File: config.mk
export PLATFORM = sky130hd
export DESIGN_NAME = twcs_ram
export DESIGN_NICKNAME = d
export VERILOG_FILES = /design/src/rtl/twcs_ram.sv
export SDC_FILE = /design/constraint.sdc
export NUM_CORES = 2
export LEC_CHECK = 0
export BUFFER_PORTS_ARGS = -buffer_cell sky130_fd_sc_hd__buf_2
export CORE_MARGIN = 3
export CORE_UTILIZATION = 35
export CTS_CLUSTER_DIAMETER = 150
export DETAILED_ROUTE_END_ITERATION = 8
export GPL_TIMING_DRIVEN = 0
export SYNTH_ARGS = -nofsm -noshare
export SYNTH_HDL_FRONTEND = slang
export SYNTH_SLANG_ARGS = --single-unit
File: constraint.sdc
create_clock -name clk -period 2.87 [get_ports clk]
set_clock_uncertainty 0.2 [all_clocks]
set_input_delay 0.287 -clock clk [delete_from_list [all_inputs] [get_ports clk]]
set_output_delay 0.287 -clock clk [all_outputs]
set_load 0.03 [all_outputs]
File: src/rtl/twcs_ram.sv
// ----------------------------------------------------------------------------
// twcs_ram
// Simple dual-port synchronous memory, one write and one registered read.
// ----------------------------------------------------------------------------
module twcs_ram #(
	parameter int DEPTH = 256,
	parameter int WIDTH = 8
) (
	input  logic                     clk,
	input  logic                     wr_en,
	input  logic [$clog2(DEPTH)-1:0] wr_addr,
	input  logic [WIDTH-1:0]         wr_data,
	input  logic                     rd_en,
	input  logic [$clog2(DEPTH)-1:0] rd_addr,
	output logic [WIDTH-1:0]         rd_data
);

	logic [WIDTH-1:0] mem [DEPTH];

	always_ff @(posedge clk) begin
		if (wr_en) begin
			mem[wr_addr] <= wr_data;
		end
	end

	always_ff @(posedge clk) begin
		if (rd_en) begin
			rd_data <= mem[rd_addr];
		end
	end

endmodule

==> key figures <==
Run status
  • Status: finished with violations
  • Violated checks: setup timing

Detailed routing
  • Wirelength, routed: 245000 um
  • Number of search-and-repair iterations in the first detailed-routing pass: 6
  • DRC Markers: 0
  • Average vias per placed instance: 5.78
  • Number of nets with antenna violations after detailed routing: 0
  • Count of routing violations after the opening detailed-route iteration: 6538
  • Number of vias after detailed routing: 41600
  • Routed wire length per instance: 34.0 um

Critical path
  • Nature of the critical path endpoint: flip-flop
  • Startpoint Class: input port
  • Arrival time worst endpoint: 3.32 ns
  • Worst-path fanout max: 10
  • Worst setup startpoint: wr_addr[0]
  • CP Capture Point: mem[223][4]
  • Beginning of the worst register-to-register path: mem[83][0]
  • CP cell instances: clkbuf_1, nand4_1, inv_1, nand2_1, clkbuf_2, nor2_2
  • Slowest CP cell: sky130_fd_sc_hd__clkbuf_2
  • Critical path required time: about 3.1 ns
  • Longest individual stage delay on the worst path: 0.83 ns
  • Path depth of the worst reg2reg path: 5
  • CP Class: in -> reg
  • Slack of the worst reg-to-reg path: -0.03 ns
  • Endpoint of the most critical register-to-register path: rd_data[0]

Floorplanning
  • IO Count: 35
  • Standard-cell row count: 174
  • Horiz. Die Dim: 483 um
  • Core box area: 226000 um^2
  • Vertical die dimension: a little under 500 um
  • Initial Utilization: 35.3%
  • Die footprint: around 230000 um^2

Timing
  • Fmax: around 330 MHz
  • Final setup violating endpoints: 190
  • Max_slew headroom: 14.3%
  • Final critical-path required period: 3.06 ns
  • Slew Viols, Final: 0
  • Unrepaired setup endpoints after global routing: yes
  • Hold violation count in the final report: 0
  • Worst hold slack across all endpoints: 0.103 ns
  • Final setup slack of the worst path: -0.193 ns
  • Worst Tran Pin Value: 1.28 ns
  • Crit share post-route: 107%

Synth
  • Biggest area consumer among synthesized cells: sky130_fd_sc_hd__edfxtp_1
  • Primary FF master, synth: sky130_fd_sc_hd__edfxtp_1
  • Number of warnings printed during yosys synthesis: 0
  • Number of flops mapped to enable cells by yosys: 2056
  • Leading cell types by total area after synthesis: sky130_fd_sc_hd__edfxtp_1, sky130_fd_sc_hd__mux4_2, sky130_fd_sc_hd__mux2i_1
  • Post-synthesis cell count: 3733
  • Average instance area after synthesis: 21.3 um^2
  • Synthesized netlist net count: 3760
  • Post-synthesis sequential area ratio: 77.5%
  • Count of cell types in the netlist: 54
  • Async set or reset register ratio after synthesis: 0%
  • Post-synthesis register bit count: 2056
  • Yosys top cell area share: 77.5%
  • Synthesized cell area: approximately 80000 um^2

Final layout
  • Layout filler cell count: approximately 20000
  • Post-layout instance count excluding filler cells: 7192
  • Layout cell share with drive strength beyond 1: 26.4%
  • Relative area change from synthesis to final layout: 15.5%
  • Final net count: between 4000 and 5000
  • Cell area after layout: about 92000 um^2

Placed design
  • Placed wire-length estimate: roughly 160000 um
  • Number of placed instances, taps included: approximately 6800
  • Global placement routability congestion: 0.939
  • # port buffers: 27
  • DP Area: 84000 um^2

Clock tree
  • Total CTS buffers: 210
  • Clock latency on the worst-skew pair: 0.86 ns
  • Max Buffers Root-to-Sink: 3
  • Clock root buffer: sky130_fd_sc_hd__clkbuf_16
  • Clk sink count: 2056
  • CTS tree: yes
  • Post-CTS clock slew at the launch and capture registers of the worst setup and hold paths: 0.07 ns
  • Number of H-tree branching levels: 4

Pwr
  • Leak: ~28 nW
  • Pwr per Cell Area: 697 nW/um^2
  • Peak ir drop on the vdd network: approximately 0.0005 V
  • Pwr Total: 64.1 mW

Global route
  • Residual overflow from global routing: 0
  • Antenna violations before repair: 20
  • Total global routing track utilization: about a fifth
  • Wire length of the first global-routing pass: 334000 um
  • Vias in the first global route: 40900
  • Largest net degree at the start of global routing: 165

Hold path
  • Class of the worst hold path: in -> reg

Flow run
  • Max-cap check violation count: 0
## timing repair
item	4_1_cts	5_1_grt
gates resized for setup	206	92
hold buffers	9	0
setup endpoints to repair	91	313
setup buffers	2	0
endpoints found under the hold margin	866	0
pin swaps	6	9
## worst min path at each step
| stage | from | to | slack, ns | depth (start not counted) |
|---|---|---|---|---|
| 2_1_floorplan | wr_data[0] | mem[0][0] | 0.19 | 0 |
| 3_3_place_gp | rd_en | rd_data[6] | 0.58 | 1 |
| 3_5_place_dp | wr_data[0] | mem[162][0] | 0.51 | 1 |
| 4_1_cts | wr_addr[4] | mem[115][1] | 0.05 | 3 |
| 5_1_grt | wr_addr[4] | mem[113][1] | 0.08 | 3 |
| 6_report | wr_addr[4] | mem[113][2] | 0.10 | 3 |
## state kept, by name (all words and copies together) (netlist names)
signal	count
mem	2048
rd_data	8
## kinds of logic (layout without fill, tap and decap cells)
kind of cell | count (synthesis) | count (layout) | synth area share (%)
muxes | 591 | 591 | 14.6
buffers and inverters | 235 | 683 | 1.83
DFF | 2056 | 2056 | 77.5
AOI/OAI and AO/OA | 385 | 385 | 3.42
and+or+nand+nor | 466 | 466 | 2.63
other | 0 | 19 | 0
## power by group
group	leakage [nW]	switching (mW)	internal, mW
clock network	3.32	11.8	15.5
logic	6.25	2.55	1.15
registers	18.5	0.0324	33.1
## routing by layer
metal / vias up / track usage [%] / wire length, um
li1: 16300 / - / -
met1: 22300 / 27.5 / 93700
met2: 2506 / 31.9 / 114000
met3: 465 / 5.17 / 26200
met4: 0 / 8.76 / 11000
met5: - / 0 / 0
## stage by stage
| stage | setup WS, ns | utilization [%] | TNS [ns] |
|---|---|---|---|
| after detailed placement | -2.80 | 37.3 | -1034.21 |
| final | -0.193 | 40.8 | -14.27 |
| after CTS | -0.0400 | 40.6 | -0.753 |
| after floorplan | 0.307 | - | 0 |
| after global placement | -3.02 | 37.0 | -5396.15 |
| after global routing | -0.145 | 40.8 | -4.74 |
## cell usage after synthesis, types with 13 or more instances
library cell	count
sky130_fd_sc_hd__a211oi_1	16
sky130_fd_sc_hd__a21oi_1	96
sky130_fd_sc_hd__a221oi_1	13
sky130_fd_sc_hd__a22oi_1	133
sky130_fd_sc_hd__buf_1	22
sky130_fd_sc_hd__buf_2	31
sky130_fd_sc_hd__buf_4	27
sky130_fd_sc_hd__buf_6	21
sky130_fd_sc_hd__buf_8	13
sky130_fd_sc_hd__clkbuf_1	111
sky130_fd_sc_hd__edfxtp_1	2056
sky130_fd_sc_hd__mux2i_1	134
sky130_fd_sc_hd__mux4_2	454
sky130_fd_sc_hd__nand2_1	33
sky130_fd_sc_hd__nand3_1	34
sky130_fd_sc_hd__nor2_1	282
sky130_fd_sc_hd__nor2b_1	31
sky130_fd_sc_hd__nor3_1	22
sky130_fd_sc_hd__nor4_1	24
sky130_fd_sc_hd__o221ai_1	46
sky130_fd_sc_hd__o22ai_1	28
## placed cells by master, fill, tap and decap left out, drive strengths merged, types with 6 or more instances in the layout
cell / netlist / layout
a211oi: 16 / 16
a21oi: 96 / 96
a221oi: 14 / 14
a22o: 8 / 8
a22oi: 133 / 133
and2: 6 / 6
buf: 122 / 163
bufinv: 0 / 21
clkbuf: 111 / 370
clkinv: 1 / 103
clkinvlp: 0 / 8
diode: 0 / 19
dlygate4sd3: 0 / 9
edfxtp: 2056 / 2056
inv: 1 / 8
mux2i: 134 / 134
mux4: 456 / 456
nand2: 33 / 33
nand2b: 8 / 8
nand3: 34 / 34
nand4: 10 / 10
nor2: 282 / 282
nor2b: 31 / 31
nor3: 22 / 22
nor4: 27 / 27
o211ai: 10 / 10
o21ai: 12 / 12
o221ai: 47 / 47
o22ai: 28 / 28
## final cells by class
type	count	area [um^2]	share of cell area (%)
flip-flops and latches	2056	61700	67.1
multi-input cells	1442	17200	18.6
clock buffers	259	5480	5.96
well taps	2992	3740	4.07
plain buffers	231	1710	1.86
clock inverters	138	1360	1.48
repair buffers	53	723	0.786
diodes	19	47.5	0.0517
inverters	2	8.76	0.00952
## worst max-delay path: cells and delay by family
kind,cells,cell delay (ns)
simple gates,3,1.63
buf+inv,3,1.37
No activity file was read; power rests on OpenSTA's default activity.
